[config.mk]
export PLATFORM = sky130hd
export DESIGN_NAME = roller_pattern_sequencer_with_deadtime
export DESIGN_NICKNAME = d
export VERILOG_FILES = /design/src/hdl/rps_pkg.sv /design/src/hdl/rps_core.sv /design/src/hdl/roller_pattern_sequencer_with_deadtime.sv
export SDC_FILE = /design/constraint.sdc
export NUM_CORES = 1
export LEC_CHECK = 0
export BUFFER_PORTS_ARGS = -buffer_cell sky130_fd_sc_hd__buf_2
export CAP_MARGIN = 20
export CORE_MARGIN = 10
export CORE_UTILIZATION = 60
export DETAILED_ROUTE_END_ITERATION = 10
export HOLD_SLACK_MARGIN = 0.06
export PLACE_DENSITY = 0.79
export SYNTH_ARGS = -nofsm -noshare
export SYNTH_HDL_FRONTEND = slang
export SYNTH_SLANG_ARGS = --single-unit
[constraint.sdc]
create_clock -name clk -period 8.4 [get_ports clk]
set_input_delay 1.26 -clock clk [delete_from_list [all_inputs] [get_ports clk]]
set_output_delay 1.26 -clock clk [all_outputs]
set_load 0.01 [all_outputs]
[src/hdl/rps_pkg.sv]
package rps_pkg;

  localparam int ROM_ROWS = 49;

  localparam logic [1:0] MODE_TICK    = 2'd0;
  localparam logic [1:0] MODE_PAUSE   = 2'd1;
  localparam logic [1:0] MODE_RELEASE = 2'd2;

  localparam logic [1:0] CFG_HOME_DUTY = 2'd0;
  localparam logic [1:0] CFG_BRAKE_MS  = 2'd1;
  localparam logic [1:0] CFG_SETTLE_MS = 2'd2;

  localparam logic [4:0]  PAUSE_MAX = 5'h1F;
  localparam logic [10:0] GUARD_CAP = 11'd1000;

  typedef struct packed {
    logic [6:0]  duty;
    logic        dir;
    logic        has_pos;
    logic [7:0]  start_pos;
    logic [7:0]  finish_pos;
    logic [15:0] on_ms;
    logic [15:0] off_ms;
    logic [2:0]  repeats;
  } step_row_t;

  typedef struct packed {
    logic [1:0] mode;
    logic [9:0] elapsed_ms;
    logic       work_enable;
    logic       keep_at_init;
    logic       at_init_position;
    logic [7:0] position;
  } tick_item_t;

  typedef struct packed {
    logic [6:0] home_duty;
    logic [9:0] brake_ms;
    logic [9:0] settle_ms;
  } cfg_regs_t;

  typedef struct packed {
    logic       run;
    logic       direction;
    logic [6:0] duty;
    logic [5:0] step_index;
  } result_t;

  function automatic step_row_t mk_row(
    input logic [6:0]  d,
    input logic        dr,
    input logic        hp,
    input logic [7:0]  s,
    input logic [7:0]  f,
    input logic [15:0] on_t,
    input logic [15:0] off_t,
    input logic [2:0]  rep
  );
    step_row_t r;
    r.duty       = d;
    r.dir        = dr;
    r.has_pos    = hp;
    r.start_pos  = s;
    r.finish_pos = f;
    r.on_ms      = on_t;
    r.off_ms     = off_t;
    r.repeats    = rep;
    return r;
  endfunction

  // rows past the table read as a rest row
  function automatic step_row_t rom_row(input logic [5:0] idx);
    step_row_t r;
    case (idx)
      6'd0:  r = mk_row(7'd70,  1'b0, 1'b1, 8'd0, 8'd0, 16'd5000,  16'd500,  3'd1);
      6'd1:  r = mk_row(7'd0,   1'b0, 1'b0, 8'd0, 8'd0, 16'd0,     16'd1000, 3'd1);
      6'd2:  r = mk_row(7'd100, 1'b1, 1'b0, 8'd0, 8'd0, 16'd17000, 16'd500,  3'd1);
      6'd3:  r = mk_row(7'd90,  1'b0, 1'b1, 8'd3, 8'd5, 16'd7000,  16'd500,  3'd2);
      6'd4:  r = mk_row(7'd60,  1'b0, 1'b1, 8'd3, 8'd5, 16'd7000,  16'd500,  3'd3);
      6'd5:  r = mk_row(7'd100, 1'b0, 1'b0, 8'd0, 8'd0, 16'd10000, 16'd500,  3'd1);
      6'd6:  r = mk_row(7'd60,  1'b0, 1'b1, 8'd3, 8'd5, 16'd7000,  16'd500,  3'd2);
      6'd7:  r = mk_row(7'd70,  1'b0, 1'b1, 8'd5, 8'd7, 16'd7000,  16'd500,  3'd3);
      6'd8:  r = mk_row(7'd90,  1'b0, 1'b1, 8'd3, 8'd5, 16'd7000,  16'd500,  3'd2);
      6'd9:  r = mk_row(7'd100, 1'b1, 1'b0, 8'd0, 8'd0, 16'd15000, 16'd500,  3'd1);
      6'd10: r = mk_row(7'd60,  1'b0, 1'b1, 8'd3, 8'd5, 16'd7000,  16'd500,  3'd2);
      6'd11: r = mk_row(7'd70,  1'b0, 1'b1, 8'd1, 8'd3, 16'd7000,  16'd500,  3'd3);
      6'd12: r = mk_row(7'd90,  1'b0, 1'b1, 8'd3, 8'd5, 16'd7000,  16'd500,  3'd2);
      6'd13: r = mk_row(7'd100, 1'b1, 1'b0, 8'd0, 8'd0, 16'd15000, 16'd500,  3'd1);
      6'd14: r = mk_row(7'd70,  1'b0, 1'b1, 8'd0, 8'd0, 16'd5000,  16'd500,  3'd1);
      6'd15: r = mk_row(7'd0,   1'b0, 1'b0, 8'd0, 8'd0, 16'd5000,  16'd500,  3'd1);
      6'd16: r = mk_row(7'd60,  1'b0, 1'b1, 8'd3, 8'd5, 16'd5000,  16'd500,  3'd2);
      6'd17: r = mk_row(7'd80,  1'b0, 1'b1, 8'd3, 8'd5, 16'd5000,  16'd500,  3'd2);
      6'd18: r = mk_row(7'd100, 1'b0, 1'b1, 8'd3, 8'd5, 16'd5000,  16'd500,  3'd3);
      6'd19: r = mk_row(7'd70,  1'b0, 1'b1, 8'd0, 8'd0, 16'd5000,  16'd500,  3'd1);
      6'd20: r = mk_row(7'd0,   1'b0, 1'b0, 8'd0, 8'd0, 16'd5000,  16'd500,  3'd1);
      6'd21: r = mk_row(7'd100, 1'b0, 1'b1, 8'd3, 8'd5, 16'd5000,  16'd500,  3'd3);
      6'd22: r = mk_row(7'd80,  1'b0, 1'b1, 8'd3, 8'd5, 16'd5000,  16'd500,  3'd2);
      6'd23: r = mk_row(7'd60,  1'b0, 1'b1, 8'd3, 8'd5, 16'd5000,  16'd500,  3'd2);
      6'd24: r = mk_row(7'd70,  1'b0, 1'b1, 8'd0, 8'd0, 16'd5000,  16'd500,  3'd1);
      6'd25: r = mk_row(7'd0,   1'b0, 1'b0, 8'd0, 8'd0, 16'd5000,  16'd500,  3'd1);
      6'd26: r = mk_row(7'd70,  1'b1, 1'b0, 8'd0, 8'd0, 16'd15000, 16'd500,  3'd1);
      6'd27: r = mk_row(7'd60,  1'b0, 1'b1, 8'd5, 8'd7, 16'd7000,  16'd500,  3'd2);
      6'd28: r = mk_row(7'd80,  1'b0, 1'b1, 8'd5, 8'd7, 16'd7000,  16'd500,  3'd2);
      6'd29: r = mk_row(7'd100, 1'b0, 1'b1, 8'd5, 8'd7, 16'd7000,  16'd500,  3'd4);
      6'd30: r = mk_row(7'd70,  1'b0, 1'b1, 8'd0, 8'd0, 16'd5000,  16'd500,  3'd1);
      6'd31: r = mk_row(7'd0,   1'b0, 1'b0, 8'd0, 8'd0, 16'd5000,  16'd500,  3'd1);
      6'd32: r = mk_row(7'd70,  1'b1, 1'b0, 8'd0, 8'd0, 16'd15000, 16'd500,  3'd1);
      6'd33: r = mk_row(7'd60,  1'b0, 1'b1, 8'd1, 8'd3, 16'd7000,  16'd500,  3'd2);
      6'd34: r = mk_row(7'd80,  1'b0, 1'b1, 8'd1, 8'd3, 16'd7000,  16'd500,  3'd2);
      6'd35: r = mk_row(7'd100, 1'b0, 1'b1, 8'd1, 8'd3, 16'd7000,  16'd500,  3'd4);
      6'd36: r = mk_row(7'd70,  1'b0, 1'b1, 8'd0, 8'd0, 16'd5000,  16'd500,  3'd1);
      6'd37: r = mk_row(7'd0,   1'b0, 1'b0, 8'd0, 8'd0, 16'd5000,  16'd500,  3'd1);
      6'd38: r = mk_row(7'd55,  1'b0, 1'b0, 8'd0, 8'd0, 16'd15000, 16'd500,  3'd1);
      6'd39: r = mk_row(7'd100, 1'b0, 1'b1, 8'd3, 8'd5, 16'd5000,  16'd500,  3'd3);
      6'd40: r = mk_row(7'd90,  1'b0, 1'b0, 8'd0, 8'd0, 16'd10000, 16'd500,  3'd1);
      6'd41: r = mk_row(7'd100, 1'b0, 1'b1, 8'd3, 8'd5, 16'd5000,  16'd500,  3'd3);
      6'd42: r = mk_row(7'd55,  1'b1, 1'b0, 8'd0, 8'd0, 16'd15000, 16'd500,  3'd1);
      6'd43: r = mk_row(7'd100, 1'b0, 1'b1, 8'd3, 8'd5, 16'd5000,  16'd500,  3'd3);
      6'd44: r = mk_row(7'd90,  1'b1, 1'b0, 8'd0, 8'd0, 16'd10000, 16'd500,  3'd1);
      6'd45: r = mk_row(7'd100, 1'b0, 1'b1, 8'd3, 8'd5, 16'd5000,  16'd500,  3'd3);
      6'd46: r = mk_row(7'd70,  1'b0, 1'b1, 8'd0, 8'd0, 16'd5000,  16'd500,  3'd1);
      6'd47: r = mk_row(7'd0,   1'b0, 1'b0, 8'd0, 8'd0, 16'd5000,  16'd500,  3'd1);
      6'd48: r = mk_row(7'd0,   1'b0, 1'b0, 8'd0, 8'd0, 16'd0,     16'd1000, 3'd1);
      default: r = mk_row(7'd0, 1'b0, 1'b0, 8'd0, 8'd0, 16'd0,     16'd1000, 3'd1);
    endcase
    return r;
  endfunction

endpackage

[src/hdl/rps_core.sv]
module rps_core
  import rps_pkg::*;
#(
  parameter int STEP_COUNT = 49
) (
  input  logic       clk,
  input  logic       rst,
  input  logic       take,
  input  tick_item_t item,
  input  cfg_regs_t  cfg,
  output result_t    result
);

  logic [4:0]  pause_depth, pause_depth_next;
  logic [5:0]  step_number, step_number_next;
  logic [15:0] step_elapsed, step_elapsed_next;
  logic [2:0]  repeat_count, repeat_count_next;
  logic [1:0]  sweep_phase, sweep_phase_next;
  logic        last_want, last_want_next;
  logic [10:0] guard_elapsed, guard_elapsed_next;
  logic        held_run, held_run_next;
  logic        held_dir, held_dir_next;
  logic [6:0]  held_duty, held_duty_next;

  step_row_t   row;
  logic        want;
  logic [16:0] se_sum;
  logic [15:0] se_sat;
  logic [16:0] on_off;
  logic [2:0]  rep_tmp;
  logic [6:0]  step_inc;
  logic [10:0] guard_tmp;

  assign row      = rom_row(step_number);
  assign se_sum   = {1'b0, step_elapsed} + {7'd0, item.elapsed_ms};
  assign se_sat   = se_sum[16] ? 16'hFFFF : se_sum[15:0];
  assign on_off   = {1'b0, row.on_ms} + {1'b0, row.off_ms};
  assign step_inc = {1'b0, step_number} + 7'd1;

  always_comb begin
    pause_depth_next   = pause_depth;
    step_number_next   = step_number;
    step_elapsed_next  = step_elapsed;
    repeat_count_next  = repeat_count;
    sweep_phase_next   = sweep_phase;
    last_want_next     = last_want;
    guard_elapsed_next = guard_elapsed;
    held_run_next      = held_run;
    held_dir_next      = held_dir;
    held_duty_next     = held_duty;
    want               = row.dir;
    rep_tmp            = repeat_count;
    guard_tmp          = guard_elapsed;

    case (item.mode)
      MODE_PAUSE: begin
        if (pause_depth < PAUSE_MAX) pause_depth_next = pause_depth + 5'd1;
      end
      MODE_RELEASE: begin
        if (pause_depth != 5'd0) pause_depth_next = pause_depth - 5'd1;
      end
      MODE_TICK: begin
        if (pause_depth != 5'd0) begin
          held_run_next  = 1'b0;
          held_duty_next = 7'd0;
        end else if (item.keep_at_init) begin
          held_run_next  = item.at_init_position;
          held_duty_next = item.at_init_position ? cfg.home_duty : 7'd0;
        end else if (item.work_enable) begin
          held_run_next     = 1'b1;
          step_elapsed_next = se_sat;
          if (row.has_pos) begin
            held_duty_next = row.duty;
            case (sweep_phase)
              2'd0: begin
                if (item.position == row.finish_pos || se_sat >= row.on_ms)
                  sweep_phase_next = 2'd1;
              end
              2'd1: begin
                want = ~row.dir;
                if (item.position == row.start_pos || se_sat >= row.on_ms)
                  sweep_phase_next = 2'd2;
              end
              default: begin
                sweep_phase_next  = 2'd0;
                step_elapsed_next = 16'd0;
                rep_tmp           = repeat_count + 3'd1;
              end
            endcase
          end else begin
            if (se_sat < row.on_ms) begin
              held_duty_next = row.duty;
            end else if ({1'b0, se_sat} < on_off) begin
              held_duty_next = 7'd0;
            end else begin
              // timer wrap keeps the previous duty for this tick
              step_elapsed_next = 16'd0;
              rep_tmp           = repeat_count + 3'd1;
            end
          end
          repeat_count_next = rep_tmp;
          if (rep_tmp >= row.repeats) begin
            repeat_count_next = 3'd0;
            step_number_next  = (step_inc >= 7'(STEP_COUNT)) ? 6'd0 : step_inc[5:0];
          end

          // dead time: restart the guard timer on a change of wanted direction
          if (last_want != want) begin
            last_want_next = want;
            guard_tmp      = 11'd0;
          end
          if (guard_tmp < GUARD_CAP) guard_tmp = guard_tmp + {1'b0, item.elapsed_ms};
          guard_elapsed_next = guard_tmp;
          if (guard_tmp < {1'b0, cfg.brake_ms}) begin
            held_duty_next = 7'd0;
          end else if (guard_tmp < {1'b0, cfg.settle_ms}) begin
            held_duty_next = 7'd0;
            held_dir_next  = want;
          end
        end else begin
          sweep_phase_next  = 2'd0;
          step_number_next  = 6'd0;
          step_elapsed_next = 16'd0;
          repeat_count_next = 3'd0;
          held_run_next     = item.at_init_position;
          held_duty_next    = item.at_init_position ? cfg.home_duty : 7'd0;
          if (!item.at_init_position) held_dir_next = 1'b0;
        end
      end
      default: begin
      end
    endcase
  end

  always_ff @(posedge clk) begin
    if (rst) begin
      pause_depth   <= 5'd0;
      step_number   <= 6'd0;
      step_elapsed  <= 16'd0;
      repeat_count  <= 3'd0;
      sweep_phase   <= 2'd0;
      last_want     <= 1'b0;
      guard_elapsed <= 11'd0;
      held_run      <= 1'b0;
      held_dir      <= 1'b0;
      held_duty     <= 7'd0;
    end else if (take) begin
      pause_depth   <= pause_depth_next;
      step_number   <= step_number_next;
      step_elapsed  <= step_elapsed_next;
      repeat_count  <= repeat_count_next;
      sweep_phase   <= sweep_phase_next;
      last_want     <= last_want_next;
      guard_elapsed <= guard_elapsed_next;
      held_run      <= held_run_next;
      held_dir      <= held_dir_next;
      held_duty     <= held_duty_next;
    end
  end

  assign result.run        = held_run_next;
  assign result.direction  = held_dir_next;
  assign result.duty       = held_duty_next;
  assign result.step_index = step_number_next;

endmodule

[src/hdl/roller_pattern_sequencer_with_deadtime.sv]
// Channel   Handshake              Payload
// input     in_valid / in_stall    mode, elapsed_ms, work_enable, keep_at_init,
//                                  at_init_position, position
// output    out_valid / out_stall  run, direction, duty, step_index
// config    cfg_valid / cfg_ready  cfg_index, cfg_data
//
// One transaction per cycle sustained while out_stall is low; a result passes through
// the input register, then the step logic into the result register.
// The step ROM read, timer compare and guard compare all sit in that one stage of step logic.
// Synchronous reset clears state and restores the register defaults (70, 100, 200).
// A stalled output holds its result; input stalls only while full behind a stalled output.
module roller_pattern_sequencer_with_deadtime
  import rps_pkg::*;
#(
  parameter int STEP_COUNT = 49
) (
  input  logic       clk,
  input  logic       rst,
  input  logic       in_valid,
  output logic       in_stall,
  input  logic [1:0] mode,
  input  logic [9:0] elapsed_ms,
  input  logic       work_enable,
  input  logic       keep_at_init,
  input  logic       at_init_position,
  input  logic [7:0] position,
  output logic       out_valid,
  input  logic       out_stall,
  output logic       run,
  output logic       direction,
  output logic [6:0] duty,
  output logic [5:0] step_index,
  input  logic       cfg_valid,
  output logic       cfg_ready,
  input  logic [1:0] cfg_index,
  input  logic [9:0] cfg_data
);

  cfg_regs_t  cfg;
  tick_item_t in_item;
  logic       in_full;
  logic       advance;
  logic       take;
  result_t    result;
  result_t    out_reg;

  assign advance   = !out_valid || !out_stall;
  assign take      = in_full && advance;
  assign in_stall  = in_full && !advance;
  assign cfg_ready = 1'b1;

  always_ff @(posedge clk) begin
    if (rst) begin
      cfg.home_duty <= 7'd70;
      cfg.brake_ms  <= 10'd100;
      cfg.settle_ms <= 10'd200;
    end else if (cfg_valid) begin
      case (cfg_index)
        CFG_HOME_DUTY: cfg.home_duty <= cfg_data[6:0];
        CFG_BRAKE_MS:  cfg.brake_ms  <= cfg_data;
        CFG_SETTLE_MS: cfg.settle_ms <= cfg_data;
        default: begin
        end
      endcase
    end
  end

  always_ff @(posedge clk) begin
    if (rst) begin
      in_full <= 1'b0;
    end else if (in_valid && !in_stall) begin
      in_full <= 1'b1;
    end else if (take) begin
      in_full <= 1'b0;
    end
  end

  always_ff @(posedge clk) begin
    if (in_valid && !in_stall) begin
      in_item.mode             <= mode;
      in_item.elapsed_ms       <= elapsed_ms;
      in_item.work_enable      <= work_enable;
      in_item.keep_at_init     <= keep_at_init;
      in_item.at_init_position <= at_init_position;
      in_item.position         <= position;
    end
  end

  rps_core #(
    .STEP_COUNT(STEP_COUNT)
  ) u_core (
    .clk   (clk),
    .rst   (rst),
    .take  (take),
    .item  (in_item),
    .cfg   (cfg),
    .result(result)
  );

  always_ff @(posedge clk) begin
    if (rst) begin
      out_valid <= 1'b0;
    end else if (take) begin
      out_valid <= 1'b1;
    end else if (!out_stall) begin
      out_valid <= 1'b0;
    end
  end

  always_ff @(posedge clk) begin
    if (take) out_reg <= result;
  end

  assign run        = out_reg.run;
  assign direction  = out_reg.direction;
  assign duty       = out_reg.duty;
  assign step_index = out_reg.step_index;

endmodule

==> out/results.txt, run 1 <==
Area grow syn2layout - 10.1%
Vias in the first global route - 8519
Vias/cell - 6.25
Top-count cell post-synth - nand2_1
Clk pin slew, worst setup/hold paths - 0.06 ns
Worst r2r dst - u_core.row[56]
Slew @ Worst Pin - 0.943 ns
Fin. Hold Viols - 0
Final setup viols - 0
TritonCTS clock tree - built
Largest net degree at the start of global routing - 46
DRT iter0 DRCs - 1048
Initial antenna violation count - 0
CTS resizes - 0
FFs w/ async S/R, synth - 0%
I/O pin total - 58
Reg2reg setup slack - 0.42 ns
Post-synthesis sequential area ratio - 33.9%
Syn_area_per_cell - 8.53 um2
Post-synth net total - 1294
Unrepaired setup endpoints after global routing - no
# DRC - 0
EDFF count, synth - 38
Slew Limit Fails - 0
Row cnt - 46
Synth Warn # - 0
Hold endpoint - u_core.guard_elapsed[2]
Gate Count Post-Synth - 1163
Setup TNS - 0 ns
Hold depth - 2
Global-route wire length before repair - 43.2 mm
Initial Util - 61.8%
Crit-path max cell delay - 0.69 ns
Final wirelength - 26.8 mm
Arr. time, crit path - 8.25 ns
Final Skew - 0.0158 ns
Crit path buffers/inverters - 2
MaxCap Viol Count - 0
CTS Buf Count - 17
Placed Cells - 1400
Sink Count - 149
Cell taking the most area after synthesis - dfxtp_1
Final net count - 1334
Routed len/inst - 18.7 um
CP top delay family - compound AO/OA/AOI/OAI gates
Yosys top cell area share - 22.4%
Power Density - 153 nW/um2
Global Route Usage Sum - 23.9%
CTS root buf - clkbuf_16
Status - finished clean
Crit Reg-Reg Startpoint - in_item[11]
Netlist cell types - 91
Die W - 149 um
H-tree levels - 4
Synth cell count leaders - 150 x nand2_1, 111 x dfxtp_1, 88 x a21oi_1, 87 x ha_1, 78 x nor2_1
Setup repair bufs after CTS - 0
Pre-antenna DRT Iters - 6
Static Leak - 0.00462 uW
Reg2Reg Depth - 29
CORE AREA - 16100 um2
Synth Flop Type - dfxtp_1
Hpwl dp - 19.6 mm
Top fanout value on the critical path - 12
Total number of vias - 8945
Fmax - 125 MHz
CTS Hold Bufs - 0
Total grt overflow - 0
Port Buf Inserts - 56
Minimum clock period - 7.98 ns
Flops & latches, synth - 149
Hold path start - u_core.guard_elapsed[2]
Antenna-violating nets left - 0
Max_slew headroom - 36.9%
Worst EP required - 8.67 ns
Largest cells by area after synthesis - dfxtp_1 22%, edfxtp_1 12%, ha_1 11%
Clock Path Buffers - 2
Hold crit path type - register to register
CP Class - register to register
Fraction of layout cells with a size suffix above 1 - 12.3%
Full die area - 22100 um2
CP Launch Type - register
Worst skew pair latency - 0.44 ns
Die Y-Extent - 149 um
GP Congestion - 1.03
Post-route clock period utilization - 95.0%
Layout Cells excl Fill - 1432
Synthesized area - 9920 um2
Worst vdd ir - 0.000174 V
Cell mode on critical path - ha_1
# diodes - 0
CP Depth - 29
Crit end category - register
CP max-delay cell - a2111oi_0
==> stage by stage <==
stage | hold slack (ns) | utilization (%) | total power, uW | cell area (um2) | worst slack (ns)
after CTS | 0.450 | 68.0 | 1670 | 10900 | 0.586
after detailed placement | 0.442 | 64.3 | 914 | 10300 | 0.614
after global routing | 0.473 | 68.0 | 1730 | 10900 | 0.0190
after floorplan | 0.427 | - | 869 | 9920 | 1.51
final | 0.445 | 68.0 | 1670 | 10900 | 0.416
after global placement | 0.434 | 64.3 | 910 | 10300 | 1.00
==> logic make-up (layout without fill, tap and decap cells) <==
kind of cell	Yosys count	count (layout)	share of synthesized area (%)
adder cells (fa/ha/maj)	91	91	11.8
buffers and inverters	119	172	5.18
multiplexers	21	21	2.19
AO/OA/AOI/OAI	346	346	23.5
XOR/XNOR	42	42	3.86
other	1	1	0.0378
flip-flops	149	149	33.9
AND/OR/NAND/NOR	394	394	19.5
==> worst min-delay path: cells and delay by family (launching register included) <==
kind | cells | cell delay [ns]
AOI/OAI and AO/OA | 1 | 0.05
and+or+nand+nor | 1 | 0.05
DFF | 1 | 0.30
==> per-layer routing <==
layer  wire, um  up-vias  track usage (%)
li1           -     4313                -
met1      11600     4130             30.5
met2      12400      426             38.7
met3       2130       76             5.37
met4        709        0             8.37
met5          0        -                0
==> final cells by class <==
cell class	count	area, um2
Multi-Input combinational cell	895	6050
Clock buffer	18	439
Inverter	69	259
Clock inverter	14	153
Fill cell	1315	5130
Tap cell	216	270
Sequential cell	149	3360
Timing Repair Buffer	71	393
==> worst max-delay path by stage <==
stage,from,to
2_1_floorplan,in_item[11],u_core.row[56]
3_3_place_gp,in_item[11],u_core.row[56]
3_5_place_dp,in_item[11],u_core.row[56]
4_1_cts,in_item[11],u_core.row[56]
5_1_grt,in_item[11],u_core.row[56]
6_report,in_item[11],u_core.row[56]
==> power by group <==
group          switching, uW  internal (uW)  total (uW)
clock network            325            448         773
registers               11.7            755         766
logic                   82.9           51.6         135
==> sequential cells by signal, summed over array words and instances (netlist names), 2 cells and up <==
name and count:
cfg 27, duty 7, in_item 23, step_index 6, u_core.guard_elapsed 11, u_core.held_duty 7, u_core.pause_depth 5, u_core.repeat_count 3
u_core.row 29, u_core.step_elapsed 16, u_core.step_number 6, u_core.sweep_phase 2
==> cell usage in the layout (no fill, tap or decap), types with 9 or more instances in the layout <==
cell type	n
a211oi_1	12
a21o_1	27
a21oi_1	88
a22o_1	16
a22oi_1	13
a31oi_1	17
and2_1	14
buf_2	56
buf_4	15
clkbuf_16	17
dfxtp_1	111
edfxtp_1	38
ha_1	87
inv_1	64
mux2i_1	15
nand2_1	150
nand2b_1	9
nand3_1	31
nand4_1	15
nor2_1	78
nor2b_1	25
nor3_1	22
o211ai_1	20
o21ai_0	64
xnor2_1	25
xor2_1	16
(Power assumes the default switching activity.)
==> inputs of run 2 (changes only) <==
REMOVE_ABC_BUFFERS = 1   (was not set)
==> run 2 against run 1 <==
Against the previous run: sequential power hardly changed; setup slack better by 0.21 ns; critical path depth stayed put; flip-flop and latch count unchanged; total power shrank 3.1%.
==> out/results.txt, run 2 (synthesis results as in run 1) <==
Crit-path max cell delay - 0.55 ns
TritonCTS clock tree - built
Port Buf Inserts - 56
Worst EP required - 8.67 ns
Placed Cells - 1401
Hold crit path type - register to register
FF/Latch Area - 3360 um2
Die Y-Extent - 149 um
Row cnt - 46
Slew Limit Fails - 0
Hpwl dp - 20.2 mm
Unrepaired setup endpoints after global routing - no
Global Route Usage Sum - 24.7%
Status - finished clean
Sink Count - 149
Final Skew - 0.0123 ns
Minimum clock period - 7.77 ns
Global-route wire length before repair - 44.8 mm
Top fanout value on the critical path - 15
Total number of vias - 8975
GR Util met2 - 40.6%
Vias in the first global route - 8635
GP Congestion - 0.966
I/O pin total - 58
CORE AREA - 16100 um2
Max_slew headroom - 34.9%
Number of flip-flops in the largest register - 29
CP Class - register to register
Crit path buffers/inverters - 1
Initial antenna violation count - 0
CP top delay family - compound AO/OA/AOI/OAI gates
Most common cell after layout, fill and taps aside - nand2_1
Total grt overflow - 0
Antenna-violating nets left - 0
Fraction of layout cells with a size suffix above 1 - 12.2%
H-tree levels - 4
Final net count - 1335
Post-route clock period utilization - 92.5%
Most used routing layer - met2
Arr. time, crit path - 8.04 ns
Layout Cells excl Fill - 1433
Crit end category - register
Static Leak - 0.00461 uW
# DRC - 0
Worst vdd ir - 0.000173 V
MaxCap Viol Count - 0
Fmax - 129 MHz
Clock Path Buffers - 2
Finished Cell Area - 10900 um2
Met1 usage - 31.7%
DRT iter0 DRCs - 835
CTS resizes - 0
CP Launch Type - register
Commonest cells after routing, fill and taps aside - 150 x nand2_1, 111 x dfxtp_1, 88 x a21oi_1
Met3 usage - 4.55%
CP max-delay cell - a2111oi_1
Final setup viols - 0
Placed inst area - 10300 um2
Worst skew pair latency - 0.42 ns
Vias/cell - 6.26
Full die area - 22100 um2
Die W - 149 um
Area of the multi-input gates - 6050 um2
Setup TNS - 0 ns
Clk pin slew, worst setup/hold paths - 0.07 ns
Filler instances - 1294
Largest net degree at the start of global routing - 46
Final wirelength - 27.4 mm
Initial Util - 61.8%
Power Density - 149 nW/um2
# diodes - 0
CTS root buf - clkbuf_16
Post-Route Utilization - 67.8%
CTS Hold Bufs - 0
CTS Buf Count - 17
Routed len/inst - 19.1 um
Fin. Hold Viols - 0
Area grow syn2layout - 9.80%
Slew @ Worst Pin - 0.976 ns
Setup repair bufs after CTS - 0
Pre-antenna DRT Iters - 5
## run 2: cell count changes in the layout (fill, tap and decap cells not counted), sizes merged
cell and delta:
clkinvlp -2, bufinv -1, clkbuf +2, clkinv +1, buf +1
## run 2: power by group
part | internal [uW] | switching, uW
registers | 755 | 11.6
logic | 51.5 | 83.3
clock network | 415 | 306
total | 1220 | 401
## run 2: worst paths after layout
check / from / end / slack, ns / depth (start not counted)
worst max-delay path: in_item[11] / u_core.row[56] / 0.63 / 29
worst min-delay path: u_core.guard_elapsed[1] / u_core.guard_elapsed[1] / 0.45 / 2
worst max register to register: in_item[11] / u_core.row[56] / 0.63 / 29
worst min register to register: u_core.guard_elapsed[1] / u_core.guard_elapsed[1] / 0.45 / 2
## run 2: layout make-up
class	instances	share of cell area, %
inverter	69	2.38
timing repair buffer	72	3.68
clock buffer	20	4.10
tap	216	2.48
clock inverter	12	0.953
multi-input combinational	895	55.5
sequential	149	30.9
## run 2: per-layer routing
metal / share of wire (%) / wire [um]
met1: 43 / 11900
met2: 48 / 13200
met3: 5.8 / 1580
met4: 2.7 / 740
met5: 0 / 0
## run 2: stage by stage
step / hold slack [ns] / power [uW] / setup WS (ns)
after floorplan: 0.421 / 864 / 0.784
after global routing: 0.469 / 1670 / 0.0115
after detailed placement: 0.444 / 913 / 0.556
final: 0.450 / 1620 / 0.630
after CTS: 0.452 / 1630 / 0.526
after global placement: 0.438 / 909 / 0.786
## run 2: worst min-delay path: cells and delay by family, from the launching register on
family	cells	cell delay, ns
and+or+nand+nor	1	0.05
AOI/OAI and AO/OA	1	0.05
DFF	1	0.30
